## src/acf_pkg.sv

```systemverilog
// Shared constants, types and functions for the complementary attitude filter.
package acf_pkg;

    localparam int CORDIC_ITERATIONS = 16;
    localparam int ATAN_ENTRIES      = 24;
    localparam int N_ITER = (CORDIC_ITERATIONS < ATAN_ENTRIES) ? CORDIC_ITERATIONS
                                                               : ATAN_ENTRIES;
    localparam int CNT_W     = 5;
    localparam int MUL_W     = 24;
    localparam int MUL_STEPS = MUL_W;
    localparam int ACC_W     = 64;
    localparam int CX_W      = 46;
    localparam int CZ_W      = 34;
    localparam int SQ_W      = 48;
    localparam int AXIS_W    = 17;

    localparam logic [MUL_W-1:0]       RATE_K      = 24'd4685083;
    localparam logic signed [CZ_W-1:0] HALF_PI_Q30 = 34'sd1686629713;

    // register indexes
    localparam logic [2:0] REG_ACC_OFF_X  = 3'd0;
    localparam logic [2:0] REG_ACC_OFF_Y  = 3'd1;
    localparam logic [2:0] REG_ACC_OFF_Z  = 3'd2;
    localparam logic [2:0] REG_GYRO_OFF_X = 3'd3;
    localparam logic [2:0] REG_GYRO_OFF_Z = 3'd4;
    localparam logic [2:0] REG_BLEND_GAIN = 3'd5;
    localparam logic [2:0] REG_YAW_FORGET = 3'd6;
    localparam logic [2:0] REG_SAMPLE_PER = 3'd7;

    typedef struct packed {
        logic load;
        logic clear;
        logic step;
    } t_mac_ctl;

    function automatic logic [31:0] atan_q30(input logic [CNT_W-1:0] idx);
        logic [31:0] v;
        unique case (idx)
            5'd0:    v = 32'h3243F6A8;
            5'd1:    v = 32'h1DAC6705;
            5'd2:    v = 32'h0FADBAFC;
            5'd3:    v = 32'h07F56EA6;
            5'd4:    v = 32'h03FEAB76;
            5'd5:    v = 32'h01FFD55B;
            5'd6:    v = 32'h00FFFAAA;
            5'd7:    v = 32'h007FFF55;
            5'd8:    v = 32'h003FFFEA;
            5'd9:    v = 32'h001FFFFD;
            5'd10:   v = 32'h000FFFFF;
            5'd11:   v = 32'h0007FFFF;
            5'd12:   v = 32'h0003FFFF;
            5'd13:   v = 32'h0001FFFF;
            5'd14:   v = 32'h0000FFFF;
            5'd15:   v = 32'h00007FFF;
            5'd16:   v = 32'h00003FFF;
            5'd17:   v = 32'h00001FFF;
            5'd18:   v = 32'h00000FFF;
            5'd19:   v = 32'h000007FF;
            5'd20:   v = 32'h000003FF;
            5'd21:   v = 32'h000001FF;
            5'd22:   v = 32'h000000FF;
            5'd23:   v = 32'h0000007F;
            default: v = 32'h0;
        endcase
        return v;
    endfunction

    function automatic logic signed [31:0] sat32(input logic signed [ACC_W-1:0] v);
        logic signed [31:0] r;
        if (v > 64'sd2147483647) begin
            r = 32'sh7FFFFFFF;
        end else if (v < -64'sd2147483648) begin
            r = 32'sh80000000;
        end else begin
            r = v[31:0];
        end
        return r;
    endfunction

endpackage

```

## src/acf_mac.sv

```systemverilog
// Bit-serial signed-by-unsigned multiply-accumulate lane.
module acf_mac (
    input  logic                                i_clk,
    input  acf_pkg::t_mac_ctl                   i_ctl,
    input  logic signed [acf_pkg::ACC_W-1:0]    i_mcand,
    input  logic [acf_pkg::MUL_W-1:0]           i_mult,
    output logic signed [acf_pkg::ACC_W-1:0]    o_acc
);

    logic signed [acf_pkg::ACC_W-1:0] r_acc;
    logic signed [acf_pkg::ACC_W-1:0] r_mcand;
    logic [acf_pkg::MUL_W-1:0]        r_mult;

    // one multiplier bit per cycle, LSB first
    always_ff @(posedge i_clk) begin
        if (i_ctl.load) begin
            r_mcand <= i_mcand;
            r_mult  <= i_mult;
            if (i_ctl.clear) begin
                r_acc <= '0;
            end
        end else if (i_ctl.step) begin
            if (r_mult[0]) begin
                r_acc <= r_acc + r_mcand;
            end
            r_mcand <= r_mcand <<< 1;
            r_mult  <= r_mult >> 1;
        end
    end

    assign o_acc = r_acc;

endmodule

```

## config.mk

```make
export PLATFORM = sky130hd
export DESIGN_NAME = acf_mac
export DESIGN_NICKNAME = d
export VERILOG_FILES = /design/src/acf_pkg.sv /design/src/acf_mac.sv
export SDC_FILE = /design/constraint.sdc
export NUM_CORES = 1
export LEC_CHECK = 0
export BUFFER_PORTS_ARGS = -buffer_cell sky130_fd_sc_hd__buf_2
export CAP_MARGIN = 30
export CORE_AREA = 2 2 102 178
export DETAILED_ROUTE_END_ITERATION = 6
export DIE_AREA = 0 0 104 180
export GPL_ROUTABILITY_DRIVEN = 0
export PLACE_DENSITY = 0.8
export SYNTH_ARGS = -nofsm -noshare
export SYNTH_HDL_FRONTEND = slang
export SYNTH_SLANG_ARGS = --single-unit
```

## constraint.sdc

```tcl
create_clock -name i_clk -period 7.7 [get_ports i_clk]
set_input_delay 0.77 -clock i_clk [delete_from_list [all_inputs] [get_ports i_clk]]
set_output_delay 0.77 -clock i_clk [all_outputs]
set_load 0.05 [all_outputs]
```

## After elaboration in Yosys (flattened, before gate mapping)

Cells that the tools add are included.

| storage, ports and cells | value |
|---|---|
| register bits | 152 |
| input bits | 92 |
| output and inout bits | 64 |
| word-level logic and storage cells | 16 |

| cells by class | value |
|---|---|
| add/sub/neg operators | 1 |
| eq/ne operators | 1 |
| mux-type cells | 8 |
| reductions and logical operators | 3 |

Operators by type and width:

| kind | count |
|---|---|
| 2-to-1 mux 64 bit | 6 |
| adder 64 bit | 1 |
| 2-to-1 mux 24 bit | 2 |
| nonzero test 2 bit | 2 |
| AND reduction 3 bit | 1 |
| != test 2 bit (second input constant) | 1 |

## Depth between registers and ports, before layout

Gate-level depths: netlist (run 1).

| logic depth | value |
|---|---|
| depth after elaboration | 4 |
| depth in mapped cells | 11 |
| gate-level depth less buffers | 11 |

## Least setup slack after synthesis (run 1)

Ideal clock, no wire load.

| path | value |
|---|---|
| path kind | in2reg |
| from | input port i_ctl[2] in the netlist's numbering |
| to | register r_acc, in the netlist o_acc[0], enable pin |
| library setup time | 0.574 ns |
| data arrival time | 5.846 ns |
| required time | 7.126 ns |
| path slack | 1.279 ns |
| stages on the path | 4 |
| buffers on the path | 3 |
| path through | clkbuf_1 clkbuf_1 clkbuf_1 o21ai_0 |

| between the ends | value |
|---|---|
| longest elaborated chain between the ends | 2 |
| elaborated cells between the ends (all ways) | 4 |
| classes of those cells | 1 x eq/ne; 3 x reduce/logical |

Ends and longest elaborated chain:

| item | RTL line | source |
|---|---|---|
| start, declared | acf_mac.sv:4 | `input acf_pkg::t_mac_ctl i_ctl,` |
| != test 2 bit (no source line) or nonzero test 2 bit (tied branches) | -- |  |
| AND reduction 3 bit (no source line) (*) | -- |  |
| end signal, assigned | acf_mac.sv:24 | `r_acc <= r_acc + r_mcand;` |
| end, declared | acf_mac.sv:10 | `logic signed [acf_pkg::ACC_W-1:0] r_acc;` |

Every way passes the cells marked *; elsewhere a longest branch is shown, timed or not.
A chain may end at the register's enable or synchronous reset.

## Worst setup path after layout (run 1)

| path | value |
|---|---|
| from | register r_acc, in the netlist o_acc[37] |
| to | register r_acc, in the netlist o_acc[56] (data pin) |

| between the ends | value |
|---|---|
| longest elaborated chain between the ends | 4 |

Ends and longest elaborated chain:

| item | RTL line | source |
|---|---|---|
| adder 64 bit | acf_mac.sv:24 |  |
| 2-to-1 mux 64 bit | acf_mac.sv:23 | `if (r_mult[0]) begin` |
| 2-to-1 mux 64 bit | acf_mac.sv:22 | `end else if (i_ctl.step) begin` |
| 2-to-1 mux 64 bit | acf_mac.sv:16 | `if (i_ctl.load) begin` |

Every way passes these cells. The select of a mux whose other input is x is not followed.

==> impl_metrics.csv, run 1 <==
group,metric,value,unit
power_and_ir_drop,seq_power_share,0.359,
timing,drv_slew,0,
grt,grt_usage,0.257,
drt,drt-pass1-iter-count,5,
grt,antenna_found_initial,0,
logic_synthesis,synth_area_leaders,"edfxtp_1 (46%), mux2_2 (10%), ha_1 (8.0%), a21oi_1 (4.0%), nor2_1 (3.1%)",
worst_hold_path,hold_path_depth,1,
final_layout,layout-drive-gt1-share,0.280,
die,die_area,18700,um^2
timing,max_freq,0.288,GHz
timing,setup_viol,0,
logic_synthesis,seq_area_frac_synth,0.465,
status,status,"completed",
critical_path,regToRegStartpoint,"o_acc[37]",
worst_hold_path,min_path_type,"reg2reg",
timing,rsz0062_at_grt,"no",
final_layout,num-nets-final,1173,
grt,grt_max_degree,93,
critical_path,path_class,"reg2reg",
die,die_w,104,um
cts,cts_root_buf,"clkbuf_16",
grt,grt_pass1_vias,7789,
power_and_ir_drop,clkPwrFrac,0.254,
final_layout,layout.filler_cells,1457,
placement,place.detailed.hpwl,17300,um
cts,numCtsBuffers,17,
drt,antenna_left,0,
critical_path,reg2reg_slack,4.22,ns
drt,drcViolationCount,0,
logic_synthesis,synthArstFlopShare,0,
die,coreArea,17300,um^2
run,maxCapViolations,0,
final_layout,multi_input_area,4990,um^2
placement,io_buffer_count,155,
logic_synthesis,synth_flop_cell,"edfxtp_1",
timing,maxSlewHeadroom,0.402,
drt,num_vias,7542,
timing,final_hold_viol_count,0,
critical_path,crit_path_start,"o_acc[37]",
final_layout,num_antenna_cells,0,
logic_synthesis,yosysTopAreaCell,"edfxtp_1",
final_layout,regArea,4560,um^2
final_layout,syn2layout_area_growth,14.3,%
power_and_ir_drop,power_density,279,nW/um^2
logic_synthesis,syn-cell-area,9820,um^2
die,start_util,0.568,
cts,cts_tree,"built",
logic_synthesis,synth_cells,896,
critical_path,start_kind,"flip-flop",
cts,clk_pin_slew,0.06,ns
die,num_rows,64,
critical_path,r2r_cells,10,
die,io_pins,156,
drt,wl_per_cell,18.7,um
cts,clock-sinks,152,
drt,routed_via_density,6.00,
drt,drt_iter0_markers,427,
cts,clk_path_buf_depth,2,
drt,wl,23600,um
cts,htreeDepth,4,
timing,skew,0.00896,ns
critical_path,critical_path_required,7.89,ns
power_and_ir_drop,irDropWorstVdd,0.000164,V
timing,max_slew.worst_pin.slew,0.897,ns
final_layout,final_cell_mix,"buf_2 (154), edfxtp_1 (152), mux2_2 (88), nor2_1 (82), a21oi_1 (78)",
cts,cts_hold_buf,0,
cts,post_cts_resize_count,0,
power_and_ir_drop,power,3.14,mW
logic_synthesis,syn_nets,1052,
timing,period_minus_slack,3.48,ns
critical_path,timing.rr.end,"o_acc[56]",
final_layout,final_common_cell,"buf_2",
power_and_ir_drop,switchingPower,1.17,mW
logic_synthesis,syn_area_per_cell,11.0,um^2
logic_synthesis,synth_cell_types,68,
logic_synthesis,yosysWarnings,0,
power_and_ir_drop,combPwrFrac,0.387,
worst_hold_path,min_to,"r_mult[22]",
cts,cts_setup_buffers,0,
worst_hold_path,hold_start,"r_mult[23]",
grt,grt_pass1_wl,38000,um
die,dieHeight,180,um
critical_path,crit_arrival,3.66,ns
timing,holdWs,0.550,ns
logic_synthesis,synth_top_area_frac,0.465,
logic_synthesis,synth_seq_cells,152,
timing,fin_crit_sh,0.451,
power_and_ir_drop,p_leak,4.57,nW
timing,setup-tns-final,0,ns
critical_path,crit_path_max_fanout,8,
logic_synthesis,synth-edff-count,152,
power_and_ir_drop,internal_power,1.97,mW
power_and_ir_drop,p_sw_frac,0.372,
critical_path,end_kind,"flip-flop",
grt,grt_overflow_total,0,
cts,clkLatencyLatePin,0.44,ns
==> state kept, by name, indices dropped and copies added, names as in the netlist <==
signal / count
o_acc: 64
r_mcand: 64
r_mult: 24
==> how the worst max path moves through the flow <==
stage,to,slack [ns]
2_1_floorplan,o_acc[0],1.28
3_3_place_gp,r_mcand[39],3.83
5_1_grt,o_acc[56],3.94
6_report,o_acc[56],4.22
4_1_cts,r_mcand[56],4.23
3_5_place_dp,r_mcand[41],3.75
==> worst max-delay path: stages (launching register included) <==
cell and delay, ns:
edfxtp_1 0.39, ha_1 0.45, nand4_1 0.27, nor3_1 0.29, nor3b_1 0.34, nor3b_1 0.24
a311oi_1 0.08, a21oi_1 0.47, a21oi_1 0.19, o21ai_1 0.17, mux2_2 0.34
==> stage by stage <==
stage               cells  cell area (um^2)   util  setup WS [ns]
floorplan             896              9820      -           1.28
global placement     1229             10700  0.618           3.83
detailed placement   1229             10700  0.618           3.75
CTS                  1257             11200  0.649           4.23
global route         1257             11200  0.649           3.94
finish               1257             11200  0.649           4.22
==> final cells by class <==
cell class / instances / share of cell area
Clock buffer: 19 / 0.0386
Clock inverter: 9 / 0.00947
Inverter: 12 / 0.00401
Multi-Input combinational cell: 676 / 0.444
Sequential cell: 152 / 0.407
Tap cell: 231 / 0.0257
Timing Repair Buffer: 158 / 0.0717
==> power groups by stage <==
stage | Clock [mW] | Combinational [mW] | Sequential, mW
floorplan | 0 | 0.761 | 1.30
global placement | 0 | 1.18 | 1.14
detailed placement | 0 | 1.19 | 1.14
CTS | 0.806 | 1.20 | 1.13
global route | 0.837 | 1.32 | 1.14
finish | 0.798 | 1.21 | 1.13
==> Yosys cell counts (all sizes together), types with 5 or more instances <==
| master | count |
|---|---|
| xnor2 | 31 |
| mux2 | 90 |
| nor2 | 82 |
| xor2 | 22 |
| or2 | 5 |
| edfxtp | 152 |
| nand4 | 27 |
| buf | 24 |
| nor3b | 5 |
| inv | 12 |
| o21a | 6 |
| a21o | 36 |
| clkbuf | 32 |
| nor3 | 12 |
| nand3 | 19 |
| o21bai | 9 |
| a21oi | 78 |
| nand2b | 6 |
| and2 | 9 |
| a31oi | 8 |
| a31o | 5 |
| nand2 | 47 |
| ha | 63 |
| or3 | 5 |
| a211oi | 7 |
| nor2b | 10 |
| o21ai | 37 |
==> cells by family after synthesis <==
| family | after synthesis | synth area share |
|---|---|---|
| flops | 152 | 0.465 |
| compound gates | 218 | 0.144 |
| mux | 91 | 0.104 |
| fa+ha+maj | 64 | 0.0823 |
| xor+xnor | 53 | 0.0473 |
| simple gates | 250 | 0.129 |
| buf+inv | 68 | 0.0289 |
==> metal layers <==
| metal | routed length [um] | share of wire | global-route usage |
|---|---|---|---|
| met5 | 0 | 0 | 0 |
| met4 | 1080 | 0.046 | 0.139 |
| met1 | 8420 | 0.36 | 0.264 |
| met2 | 12800 | 0.54 | 0.474 |
| met3 | 1280 | 0.054 | 0.0602 |
No activity file was read; power rests on OpenSTA's default activity.
==> run 2: changes to the inputs <==
Clock period 7.7 ns to 3.6 ns, I/O delays scaled along.
==> impl_metrics.csv, run 2 (synthesis gave the netlist of run 1 again) <==
group,metric,value,unit
timing,setup-tns-final,0,ns
die,start_util,0.568,
timing,rsz0062_at_grt,"no",
die,coreArea,17300,um^2
placement,io_buffer_count,155,
timing,setup_viol,0,
cts,cts_root_buf,"clkbuf_16",
cts,clk_path_buf_depth,2,
final_layout,instances_no_fill,1264,
power_and_ir_drop,power_density,612,nW/um^2
power_and_ir_drop,power,6.96,mW
final_layout,final_cell_mix,"buf_2 (154), edfxtp_1 (152), mux2_2 (88), nor2_1 (82), a21oi_1 (77)",
critical_path,start_kind,"flip-flop",
die,num_rows,64,
final_layout,final_common_cell,"buf_2",
drt,routed_via_density,6.04,
grt,grt_usage,0.261,
timing,holdWs,0.218,ns
cts,clock-sinks,152,
final_layout,syn2layout_area_growth,15.8,%
final_layout,layout-drive-gt1-share,0.289,
cts,htreeDepth,4,
timing,finalWorstSetupSlack,0.211,ns
timing,period_minus_slack,3.39,ns
cts,clk_pin_slew,0.07,ns
grt,grt_pass1_vias,8045,
cts,clkLatencyLatePin,0.44,ns
grt,grt_overflow_total,0,
drt,antenna_left,0,
die,die_area,18700,um^2
drt,drt-pass1-iter-count,5,
placement,place.detailed.hpwl,17800,um
timing,max_slew.worst_pin.slew,0.916,ns
critical_path,end_kind,"flip-flop",
cts,cts_hold_buf,0,
cts,post_cts_resize_count,0,
cts,cts_setup_buffers,0,
timing,skew,0.0123,ns
critical_path,path_class,"reg2reg",
die,io_pins,156,
status,status,"completed",
die,die_w,104,um
run,maxCapViolations,0,
grt,grt_max_degree,90,
timing,drv_slew,0,
power_and_ir_drop,p_leak,4.64,nW
timing,fin_crit_sh,0.941,
power_and_ir_drop,irDropWorstVdd,0.000367,V
worst_hold_path,min_path_type,"in2reg",
cts,cts_tree,"built",
critical_path,critical_path_required,3.79,ns
timing,maxSlewHeadroom,0.390,
drt,wl_per_cell,19.0,um
drt,wl,24100,um
drt,drcViolationCount,0,
grt,grt_pass1_wl,39000,um
cts,numCtsBuffers,17,
final_layout,num-nets-final,1176,
timing,max_freq,0.295,GHz
final_layout,num_antenna_cells,0,
placement,dp.cells,1232,
die,dieHeight,180,um
critical_path,crit_path_max_fanout,8,
critical_path,crit_arrival,3.57,ns
drt,drt_iter0_markers,432,
placement,place_worst_setup_slack,0.231,ns
timing,final_hold_viol_count,0,
grt,antenna_found_initial,0,
drt,num_vias,7637,
==> run 2: cell types whose count changed in the layout (fill, tap and decap cells not counted), sizes merged <==
cell      change
inv           +1
clkinv        +4
clkinvlp      -1
buf           +3
bufinv        +2
clkbuf        -2
==> run 2: worst paths after layout <==
check | startpoint | slack (ns) | end | cells after the start
setup / recovery | o_acc[23] | 0.21 | o_acc[52] | 9
hold / removal | i_mcand[33] | 0.22 | r_mcand[33] | 2
setup reg to reg | o_acc[23] | 0.21 | o_acc[52] | 9
hold reg to reg | r_mult[21] | 0.55 | r_mult[20] | 1
==> run 2: report_power, final <==
part	switching, mW	internal [mW]
Sequential	0.135	2.27
Combinational	1.68	0.957
Clock	0.751	1.16
Total	2.57	4.39
==> run 2: layout make-up <==
type / instances / area (um^2)
Inverter: 12 / 45.0
Clock buffer: 17 / 425
Sequential cell: 152 / 4560
Tap cell: 231 / 289
Fill cell: 1380 / 5930
Timing Repair Buffer: 161 / 840
Clock inverter: 15 / 201
Multi-Input combinational cell: 676 / 5000
==> run 2: layer usage <==
layer,wire [um],track usage,share of wire
met5,0,0,0
met4,1100,0.138,0.046
met3,1390,0.0562,0.058
met2,13000,0.486,0.54
met1,8580,0.268,0.36
==> run 2: critical path: stages (launching register included) <==
cell      delay, ns
edfxtp_1       0.43
ha_1           0.44
a21oi_1        0.26
o21ai_0        0.17
a221oi_1       0.50
o22ai_1        0.18
nor4b_2        0.40
o21ai_2        0.18
a31oi_1        0.23
mux2_2         0.35
==> run 2: through the flow <==
step           cell area (um^2)  utilization
6_report                  11400        0.657
2_1_floorplan              9820            -
3_3_place_gp              10700        0.620
3_5_place_dp              10700        0.620
4_1_cts                   11400        0.656
5_1_grt                   11400        0.657
