$ cat src/acf_pkg.sv
// Shared constants, types and functions for the complementary attitude filter.
package acf_pkg;

    localparam int CORDIC_ITERATIONS = 16;
    localparam int ATAN_ENTRIES      = 24;
    localparam int N_ITER = (CORDIC_ITERATIONS < ATAN_ENTRIES) ? CORDIC_ITERATIONS
                                                               : ATAN_ENTRIES;
    localparam int CNT_W     = 5;
    localparam int MUL_W     = 24;
    localparam int MUL_STEPS = MUL_W;
    localparam int ACC_W     = 64;
    localparam int CX_W      = 46;
    localparam int CZ_W      = 34;
    localparam int SQ_W      = 48;
    localparam int AXIS_W    = 17;

    localparam logic [MUL_W-1:0]       RATE_K      = 24'd4685083;
    localparam logic signed [CZ_W-1:0] HALF_PI_Q30 = 34'sd1686629713;

    // register indexes
    localparam logic [2:0] REG_ACC_OFF_X  = 3'd0;
    localparam logic [2:0] REG_ACC_OFF_Y  = 3'd1;
    localparam logic [2:0] REG_ACC_OFF_Z  = 3'd2;
    localparam logic [2:0] REG_GYRO_OFF_X = 3'd3;
    localparam logic [2:0] REG_GYRO_OFF_Z = 3'd4;
    localparam logic [2:0] REG_BLEND_GAIN = 3'd5;
    localparam logic [2:0] REG_YAW_FORGET = 3'd6;
    localparam logic [2:0] REG_SAMPLE_PER = 3'd7;

    typedef struct packed {
        logic load;
        logic clear;
        logic step;
    } t_mac_ctl;

    function automatic logic [31:0] atan_q30(input logic [CNT_W-1:0] idx);
        logic [31:0] v;
        unique case (idx)
            5'd0:    v = 32'h3243F6A8;
            5'd1:    v = 32'h1DAC6705;
            5'd2:    v = 32'h0FADBAFC;
            5'd3:    v = 32'h07F56EA6;
            5'd4:    v = 32'h03FEAB76;
            5'd5:    v = 32'h01FFD55B;
            5'd6:    v = 32'h00FFFAAA;
            5'd7:    v = 32'h007FFF55;
            5'd8:    v = 32'h003FFFEA;
            5'd9:    v = 32'h001FFFFD;
            5'd10:   v = 32'h000FFFFF;
            5'd11:   v = 32'h0007FFFF;
            5'd12:   v = 32'h0003FFFF;
            5'd13:   v = 32'h0001FFFF;
            5'd14:   v = 32'h0000FFFF;
            5'd15:   v = 32'h00007FFF;
            5'd16:   v = 32'h00003FFF;
            5'd17:   v = 32'h00001FFF;
            5'd18:   v = 32'h00000FFF;
            5'd19:   v = 32'h000007FF;
            5'd20:   v = 32'h000003FF;
            5'd21:   v = 32'h000001FF;
            5'd22:   v = 32'h000000FF;
            5'd23:   v = 32'h0000007F;
            default: v = 32'h0;
        endcase
        return v;
    endfunction

    function automatic logic signed [31:0] sat32(input logic signed [ACC_W-1:0] v);
        logic signed [31:0] r;
        if (v > 64'sd2147483647) begin
            r = 32'sh7FFFFFFF;
        end else if (v < -64'sd2147483648) begin
            r = 32'sh80000000;
        end else begin
            r = v[31:0];
        end
        return r;
    endfunction

endpackage

$ cat src/acf_angle.sv
// Accelerometer angles: iterative square root and shared CORDIC atan2 unit.
module acf_angle (
    input  logic                                 i_clk,
    input  logic                                 i_rst_n,
    input  logic                                 i_start,
    input  logic signed [acf_pkg::AXIS_W-1:0]    i_axc,
    input  logic signed [acf_pkg::AXIS_W-1:0]    i_ayc,
    input  logic signed [acf_pkg::AXIS_W-1:0]    i_azc,
    output logic                                 o_done,
    output logic signed [31:0]                   o_roll,
    output logic signed [31:0]                   o_pitch
);

    typedef enum logic [2:0] {A_IDLE, A_SQ, A_ROLL, A_PLOAD, A_PITCH, A_DONE} t_state;

    typedef struct packed {
        logic                                zero;
        logic signed [acf_pkg::CX_W-1:0]     x;
        logic signed [acf_pkg::CX_W-1:0]     y;
        logic signed [acf_pkg::CZ_W-1:0]     z;
    } t_cord;

    t_state r_state;
    logic [acf_pkg::CNT_W-1:0] r_scnt;
    logic [acf_pkg::CNT_W-1:0] r_ccnt;
    logic signed [2*acf_pkg::AXIS_W-1:0] r_sqa;
    logic signed [2*acf_pkg::AXIS_W-1:0] r_sqb;
    logic [acf_pkg::SQ_W-1:0] r_rem;
    logic [acf_pkg::SQ_W-1:0] r_res;
    logic [acf_pkg::SQ_W-1:0] r_bit;
    logic                             r_zero;
    logic signed [acf_pkg::CX_W-1:0]  r_cx;
    logic signed [acf_pkg::CX_W-1:0]  r_cy;
    logic signed [acf_pkg::CZ_W-1:0]  r_cz;
    logic signed [31:0]               r_roll;

    logic [acf_pkg::SQ_W-1:0]         w_trial;
    logic                             w_ge;
    logic signed [acf_pkg::CX_W-1:0]  w_xs;
    logic signed [acf_pkg::CX_W-1:0]  w_ys;
    logic signed [acf_pkg::CZ_W-1:0]  w_at;
    logic signed [31:0]               w_angle;
    t_cord                            w_roll_init;
    t_cord                            w_pitch_init;

    function automatic t_cord cord_init(input logic signed [acf_pkg::CX_W-1:0] x,
                                        input logic signed [acf_pkg::CX_W-1:0] y);
        t_cord c;
        c.zero = (x == '0) && (y == '0);
        c.x    = x;
        c.y    = y;
        c.z    = '0;
        // quarter-turn pre-rotation for the left half plane
        if (x < 0) begin
            if (y >= 0) begin
                c.x = y;
                c.y = -x;
                c.z = acf_pkg::HALF_PI_Q30;
            end else begin
                c.x = -y;
                c.y = x;
                c.z = -acf_pkg::HALF_PI_Q30;
            end
        end
        return c;
    endfunction

    always_comb begin
        w_trial = r_res + r_bit;
        w_ge    = (r_rem >= w_trial);
        w_xs    = r_cx >>> r_ccnt;
        w_ys    = r_cy >>> r_ccnt;
        w_at    = $signed({2'b00, acf_pkg::atan_q30(r_ccnt)});
        w_angle = r_zero ? 32'sd0
                         : 32'((r_cz + (34'sd1 <<< 13)) >>> 14);
        w_roll_init  = cord_init((-acf_pkg::CX_W'(i_azc)) <<< 16,
                                 acf_pkg::CX_W'(i_axc) <<< 16);
        w_pitch_init = cord_init($signed({{(acf_pkg::CX_W-24){1'b0}}, r_res[23:0]}) <<< 16,
                                 acf_pkg::CX_W'(i_ayc) <<< 24);
    end

    always_ff @(posedge i_clk) begin
        if (!i_rst_n) begin
            r_state <= A_IDLE;
            r_scnt  <= '0;
            r_ccnt  <= '0;
        end else begin
            unique case (r_state)
                A_IDLE, A_DONE: begin
                    if (i_start) begin
                        r_sqa   <= i_axc * i_axc;
                        r_sqb   <= i_azc * i_azc;
                        r_state <= A_SQ;
                    end
                end
                A_SQ: begin
                    r_rem  <= acf_pkg::SQ_W'($unsigned(r_sqa) + $unsigned(r_sqb)) << 16;
                    r_res  <= '0;
                    r_bit  <= acf_pkg::SQ_W'(1) << 46;
                    r_scnt <= '0;
                    r_ccnt <= '0;
                    r_zero <= w_roll_init.zero;
                    r_cx   <= w_roll_init.x;
                    r_cy   <= w_roll_init.y;
                    r_cz   <= w_roll_init.z;
                    r_state <= A_ROLL;
                end
                A_ROLL: begin
                    // square root: one result bit per cycle
                    if (w_ge) begin
                        r_rem <= r_rem - w_trial;
                        r_res <= (r_res >> 1) + r_bit;
                    end else begin
                        r_res <= r_res >> 1;
                    end
                    r_bit  <= r_bit >> 2;
                    r_scnt <= r_scnt + 1'b1;
                    // roll CORDIC runs alongside
                    if (r_ccnt < acf_pkg::CNT_W'(acf_pkg::N_ITER)) begin
                        if (r_cy >= 0) begin
                            r_cx <= r_cx + w_ys;
                            r_cy <= r_cy - w_xs;
                            r_cz <= r_cz + w_at;
                        end else begin
                            r_cx <= r_cx - w_ys;
                            r_cy <= r_cy + w_xs;
                            r_cz <= r_cz - w_at;
                        end
                        r_ccnt <= r_ccnt + 1'b1;
                    end
                    if (r_scnt == 5'd23) begin
                        r_state <= A_PLOAD;
                    end
                end
                A_PLOAD: begin
                    r_roll  <= w_angle;
                    r_ccnt  <= '0;
                    r_zero  <= w_pitch_init.zero;
                    r_cx    <= w_pitch_init.x;
                    r_cy    <= w_pitch_init.y;
                    r_cz    <= w_pitch_init.z;
                    r_state <= A_PITCH;
                end
                A_PITCH: begin
                    if (r_cy >= 0) begin
                        r_cx <= r_cx + w_ys;
                        r_cy <= r_cy - w_xs;
                        r_cz <= r_cz + w_at;
                    end else begin
                        r_cx <= r_cx - w_ys;
                        r_cy <= r_cy + w_xs;
                        r_cz <= r_cz - w_at;
                    end
                    r_ccnt <= r_ccnt + 1'b1;
                    if (r_ccnt == acf_pkg::CNT_W'(acf_pkg::N_ITER - 1)) begin
                        r_state <= A_DONE;
                    end
                end
                default: r_state <= A_IDLE;
            endcase
        end
    end

    assign o_done  = (r_state == A_DONE);
    assign o_roll  = r_roll;
    assign o_pitch = w_angle;

endmodule

$ cat config.mk
export PLATFORM = sky130hd
export DESIGN_NAME = acf_angle
export DESIGN_NICKNAME = d
export VERILOG_FILES = /design/src/acf_pkg.sv /design/src/acf_angle.sv
export SDC_FILE = /design/constraint.sdc
export NUM_CORES = 2
export LEC_CHECK = 0
export ABC_CLOCK_PERIOD_IN_PS = 17600
export BUFFER_PORTS_ARGS = -buffer_cell sky130_fd_sc_hd__clkbuf_2
export CAP_MARGIN = 0
export CORE_AREA = 2 2 279 418
export CTS_CLUSTER_DIAMETER = 80
export DETAILED_ROUTE_END_ITERATION = 10
export DIE_AREA = 0 0 281 420
export GPL_TIMING_DRIVEN = 0
export PLACE_DENSITY = 0.71
export SYNTH_ARGS = -nofsm -noshare
export SYNTH_HDL_FRONTEND = slang
export SYNTH_SLANG_ARGS = --single-unit
export TNS_END_PERCENT = 1
$ cat constraint.sdc
create_clock -name i_clk -period 17.6 [get_ports i_clk]
set_clock_uncertainty 0.2 [all_clocks]
set_input_delay 3.52 -clock i_clk [delete_from_list [all_inputs] [get_ports i_clk]]
set_output_delay 3.52 -clock i_clk [all_outputs]
set_load 0.05 [all_outputs]
# After elaboration in Yosys (flattened, before gate mapping)
# Memory sizes are Yosys's and may differ from the RTL's. A register that Yosys moved wholly into a read port is not among the register bits.
# Cells that the tools add are included.
totals:
  regBits: 380
  rom_bits: 960
  out_inout_bits: 65
  memories: 1
op_classes:
  addsub: 18
  mul: 2
  n_lt_le_gt_ge: 7
  eq_ne: 12
  n_shift: 2
  muxes: 29
  n_reduce_logical: 21
mem_list:
  columns: ["name", "words", "word_bits", "read_ports", "rd_clocked_by_memory_dff", "wr", "line_no", "text"]
  rows:
  - ["(no name shown)", 32, 30, 1, 1, 0, "acf_pkg.sv:38", "unique case (idx)"]
op_table:
  columns: ["operator", "n"]
  rows:
  - ["126-bit 2-to-1 mux", 4]
  - ["46-bit one-hot mux with 4 select lines", 2]
  - ["48-bit one-hot mux with 2 select lines", 3]
  - ["46-bit logical NOT", 4]
  - ["46-bit 2-to-1 mux", 4]
  - ["34-bit one-hot mux with 4 select lines", 1]
  - ["48-bit 2-to-1 mux", 2]
  - ["46-bit adder", 2]
  - ["46-bit by 5-bit >>> shifter with 46-bit output", 2]
  - ["46-bit subtractor", 2]
  - ["34-bit 2-to-1 mux", 2]
  - ["17-bit by 17-bit multiplier with 32-bit output", 2]
  - ["47-bit by 48-bit adder with 48-bit output", 1]
  - ["48-bit adder", 1]
  - ["48-bit greater-or-equal comparator", 1]
  - ["48-bit subtractor", 1]
  - ["46-bit by 1-bit greater-or-equal comparator with 1-bit output (second input constant)", 1]
  - ["46-bit by 1-bit < comparator with 1-bit output (second input constant)", 1]
  - ["33-bit negator with 46-bit output", 1]
  - ["40-bit negator with 46-bit output", 1]
  - ["41-bit negator with 46-bit output", 1]
  - ["46-bit negator", 1]
  - ["41-bit by 1-bit greater-or-equal comparator with 1-bit output (second input constant)", 1]
  - ["40-bit by 1-bit < comparator with 1-bit output (second input constant)", 1]
  - ["29 further kinds", 49]

# Longest topological paths before layout
depth:
  word_depth: 6
  ltp_mapped: 35
  ltp_nobuf: 29

# Worst setup path before layout
# OpenSTA, ideal clock, no wires.
synth_path:
  kind: "input to register"
  startpoint: "input port i_rst_n"
  endpoint: "register r_rem[0] (netlist bit) (enable)"
  setup_time_ps: 527
  t_arrival_ps: 12524
  setup_slack_ps: 4350
  path_stages: 4
  cell_sequence: "inv_1 -> clkbuf_1 -> nor3_1 -> a21boi_0"
synth_via:
  elab_chain_len: 1
synth_lines:
  columns: ["element", "line_no", "text"]
  rows:
  - ["from (decl)", "acf_angle.sv:4", "input logic i_rst_n,"]
  - ["3-bit AND reduction (no source line)", null, null]
  - ["to (signal assigned)", "acf_angle.sv:97", "r_rem <= acf_pkg::SQ_W'($unsigned(r_sqa) + $unsigned(r_sqb)) << 16;"]
  - ["to (signal assigned)", "acf_angle.sv:111", "r_rem <= r_rem - w_trial;"]
  - ["to (decl)", "acf_angle.sv:28", "logic [acf_pkg::SQ_W-1:0] r_rem;"]
# Every way passes these cells.
# A chain may end at the register's enable or synchronous reset.

# Worst setup path after layout
layout_path:
  startpoint: "input port i_axc[16] (netlist bit)"
  endpoint: "register r_sqa[31] (netlist bit), data pin"
layout_via:
  elab_chain_len: 1
layout_lines:
  columns: ["element", "line_no", "text"]
  rows:
  - ["from (decl)", "acf_angle.sv:6", "input logic signed [acf_pkg::AXIS_W-1:0] i_axc,"]
  - ["17-bit by 17-bit multiplier with 32-bit output", "acf_angle.sv:91", "r_sqa <= i_axc * i_axc;"]
  - ["to (signal assigned)", "acf_angle.sv:91", null]
  - ["to (decl)", "acf_angle.sv:26", "logic signed [2*acf_pkg::AXIS_W-1:0] r_sqa;"]
# Every way passes these cells.

==> flow_summary.toml <==
[timing]
final_max_slew_viol_count = 0
setup_viol = 0
max_freq_mhz = 87.7
finalWorstSetupSlack_ps = 6190
grt_setup_unrepaired = "false"
period_share_pct = 64.8
worst_slew_pin_slew_ps = 1500
finalHoldViolations = 0
fin_crit_ps = 11410
relSlewSlack_pct = 0.236

[detailed_routing]
antenna_left = 0
vias = 50100
drt_iter0_drc = 4332
drt_first_pass_iters = 6
via_per_inst = 6.16
wl_um = 216000
post_drt_wl_per_cell_um = 26.6
drc = 0

[worst_setup_path]
crit_path_top_delay_cell = "fa_1"
crit_path_end_kind = "flip-flop"
cp_slowest_stage_delay_ps = 550
crit_required_ps = 17840
crit_fanout = 10
startpoint_type = "input port"
cp.arrival_ps = 11640
path_class = "in2reg"

[power]
p_leak_nw = 26.5
irDropWorstVdd_mv = 0.393
power_density_nw_per_um2 = 198

[finish]
final_nets = 7552
design_area_um2 = 61200
drive_above_1_share_pct = 7.94
syn_to_final_growth_pct = 7.70
final_core_utilization_pct = 53.6

[synth]
synth_cells = 6359
synth_flop_cell = "edfxtp_1"
ys_warn_count = 0
synth-edff-count = 329
synth_cell_types = 102
syn_avg_cell_area_um2 = 8.94
synth-seq-area-share_pct = 18.9
syn-cell-area_um2 = 56800
synthesis.nets = 7371
async_reset_ff_share_pct = 0
synth-seq-cells = 372

[placement]
dp_slack_ps = 5620
place_area_um2 = 59600
gp_congestion = 1.05
portBuffers = 116
place_hpwl_um = 177000

[clocking]
hold_buffers = 0
worstSkewPairLatency_ps = 650
clkTransAtPathRegs_ps = 70
htree_levels = 2
clock_path_buffers = 3
cts.sinks = 372
cts_tree = "built"
cts_made_buffers = 45
cts_root_buffer = "clkbuf_16"
cts_resized = 0
cts_setup_buffers = 0

[global_routing]
grt_pass1_wl_um = 318000
antenna_found_initial = 7
grt_pass1_vias = 50900
grt_usage_pct = 36.6
grt_start_max_net_pins = 63
overflow = 0

[floorplan]
initial_core_util_pct = 49.7
chipWidth_um = 281
pin_count = 119
coreArea_um2 = 114000
rows = 152
die_height_um = 420
die_area_um2 = 118000

[run]
maxCapViolations = 1

[outcome]
outcome = "complete, but fails checks"
violations = "max-capacitance violations"

[hold_path]
hp-class = "reg2reg"
## worst paths after layout
| path | slack (ps) | start | endpoint | cells after the start |
|---|---|---|---|---|
| worst max register to register | 6920 | r_ccnt[3] | r_cy[33] | 30 |
| worst min-delay path | 330 | r_scnt[1] | r_scnt[1] | 2 |
| worst min register to register | 330 | r_scnt[1] | r_scnt[1] | 2 |
| worst max-delay path | 6190 | i_axc[16] | r_sqa[31] | 26 |
## cells in the final DEF (no fill, tap or decap), types with 185 or more instances in the layout
cell type,n
inv_1,775
nand2_1,539
fa_1,516
nor2_1,488
ha_1,442
a21oi_1,378
o21ai_0,369
edfxtp_1,329
xnor2_1,315
xor2_1,202
clkbuf_1,185
## final cells by class
type,instances,area (µm²)
Timing Repair Buffer,134,838
Clock inverter,29,317
Buffer,286,1420
Antenna cell,6,15.0
Inverter,792,2970
Clock buffer,53,1230
Multi-Input combinational cell,4909,41700
Sequential cell,372,10700
Tap cell,1540,1930
Fill cell,10500,53100
## where the power goes
| part | total [W] | switching, W | leakage (nW) | internal (W) |
|---|---|---|---|---|
| Clock | 0.00101 | 0.000445 | 0.765 | 0.000567 |
| Combinational | 0.00945 | 0.00553 | 22.3 | 0.00392 |
| Sequential | 0.00169 | 0.000145 | 3.42 | 0.00154 |
## critical path: cells and delay by family
| family | cells | cell delay (ps) |
|---|---|---|
| adders and majority gates | 7 | 3510 |
| buffers and inverters | 7 | 2180 |
| AOI/OAI and AO/OA | 10 | 2090 |
| and+or+nand+nor | 2 | 300 |
## synthesized netlist by cell type, types with 56 or more instances
library cell    n  area [µm²]
a211oi_1       75         563
edfxtp_1      329        9880
nor3_1         89         445
o21ai_0       369        1850
a21o_1        107         803
mux2i_1       123        1230
nand3_1       100         500
nor2b_1        63         394
ha_1          442        5530
inv_1         775        2910
xor2_1        202        1770
fa_1          516       10300
a31oi_1        67         419
mux4_2         76        1710
clkbuf_1      181         679
or3_1          56         350
nand2_1       539        2020
and2_1        149         932
nor2_1        489        1840
a21oi_1       378        1890
mux2_2         66         743
xnor2_1       315        2760
## per-layer routing
layer	part of all wire (%)	wire length, µm	global-route usage (%)	vias up
li1	-	-	-	22300
met5	0.033	72	0	-
met3	6.4	13800	5.18	770
met1	34	73000	38.4	24700
met4	9.9	21300	30.2	12
met2	50	108000	64.8	2205
## through the flow
| step | power [W] | hold slack, ps | instances | setup TNS, ps |
|---|---|---|---|---|
| final | 0.0121 | 332 | 8121 | 0 |
| after global routing | 0.0132 | 383 | 8115 | 0 |
| after global placement | 0.0108 | 301 | 8015 | -39910 |
| after detailed placement | 0.0110 | 319 | 8032 | 0 |
| after CTS | 0.0121 | 332 | 8114 | 0 |
| after floorplan | 0.00865 | 284 | 6359 | 0 |
## kinds of logic after synthesis
logic type               Yosys count  synth area share [%]
multiplexers                     285                  7.38
XOR/XNOR                         517                  7.97
buffers and inverters           1078                  7.73
AO/OA/AOI/OAI                   1408                  15.6
flip-flops                       372                  18.9
adder cells (fa/ha/maj)          958                  27.9
AND/OR/NAND/NOR                 1741                  14.5
## registers in the layout (all words and copies together) (netlist names)
| signal | cells |
|---|---|
| r_ccnt | 5 |
| r_cy | 46 |
| r_state | 3 |
| o_roll | 20 |
| r_sqb | 31 |
| r_res | 48 |
| r_zero | 1 |
| r_cz | 34 |
| r_rem | 48 |
| r_scnt | 5 |
| r_bit | 24 |
| r_sqa | 31 |
| w_at | 30 |
| r_cx | 46 |
Note: power is estimated with default switching activity, not from simulation.
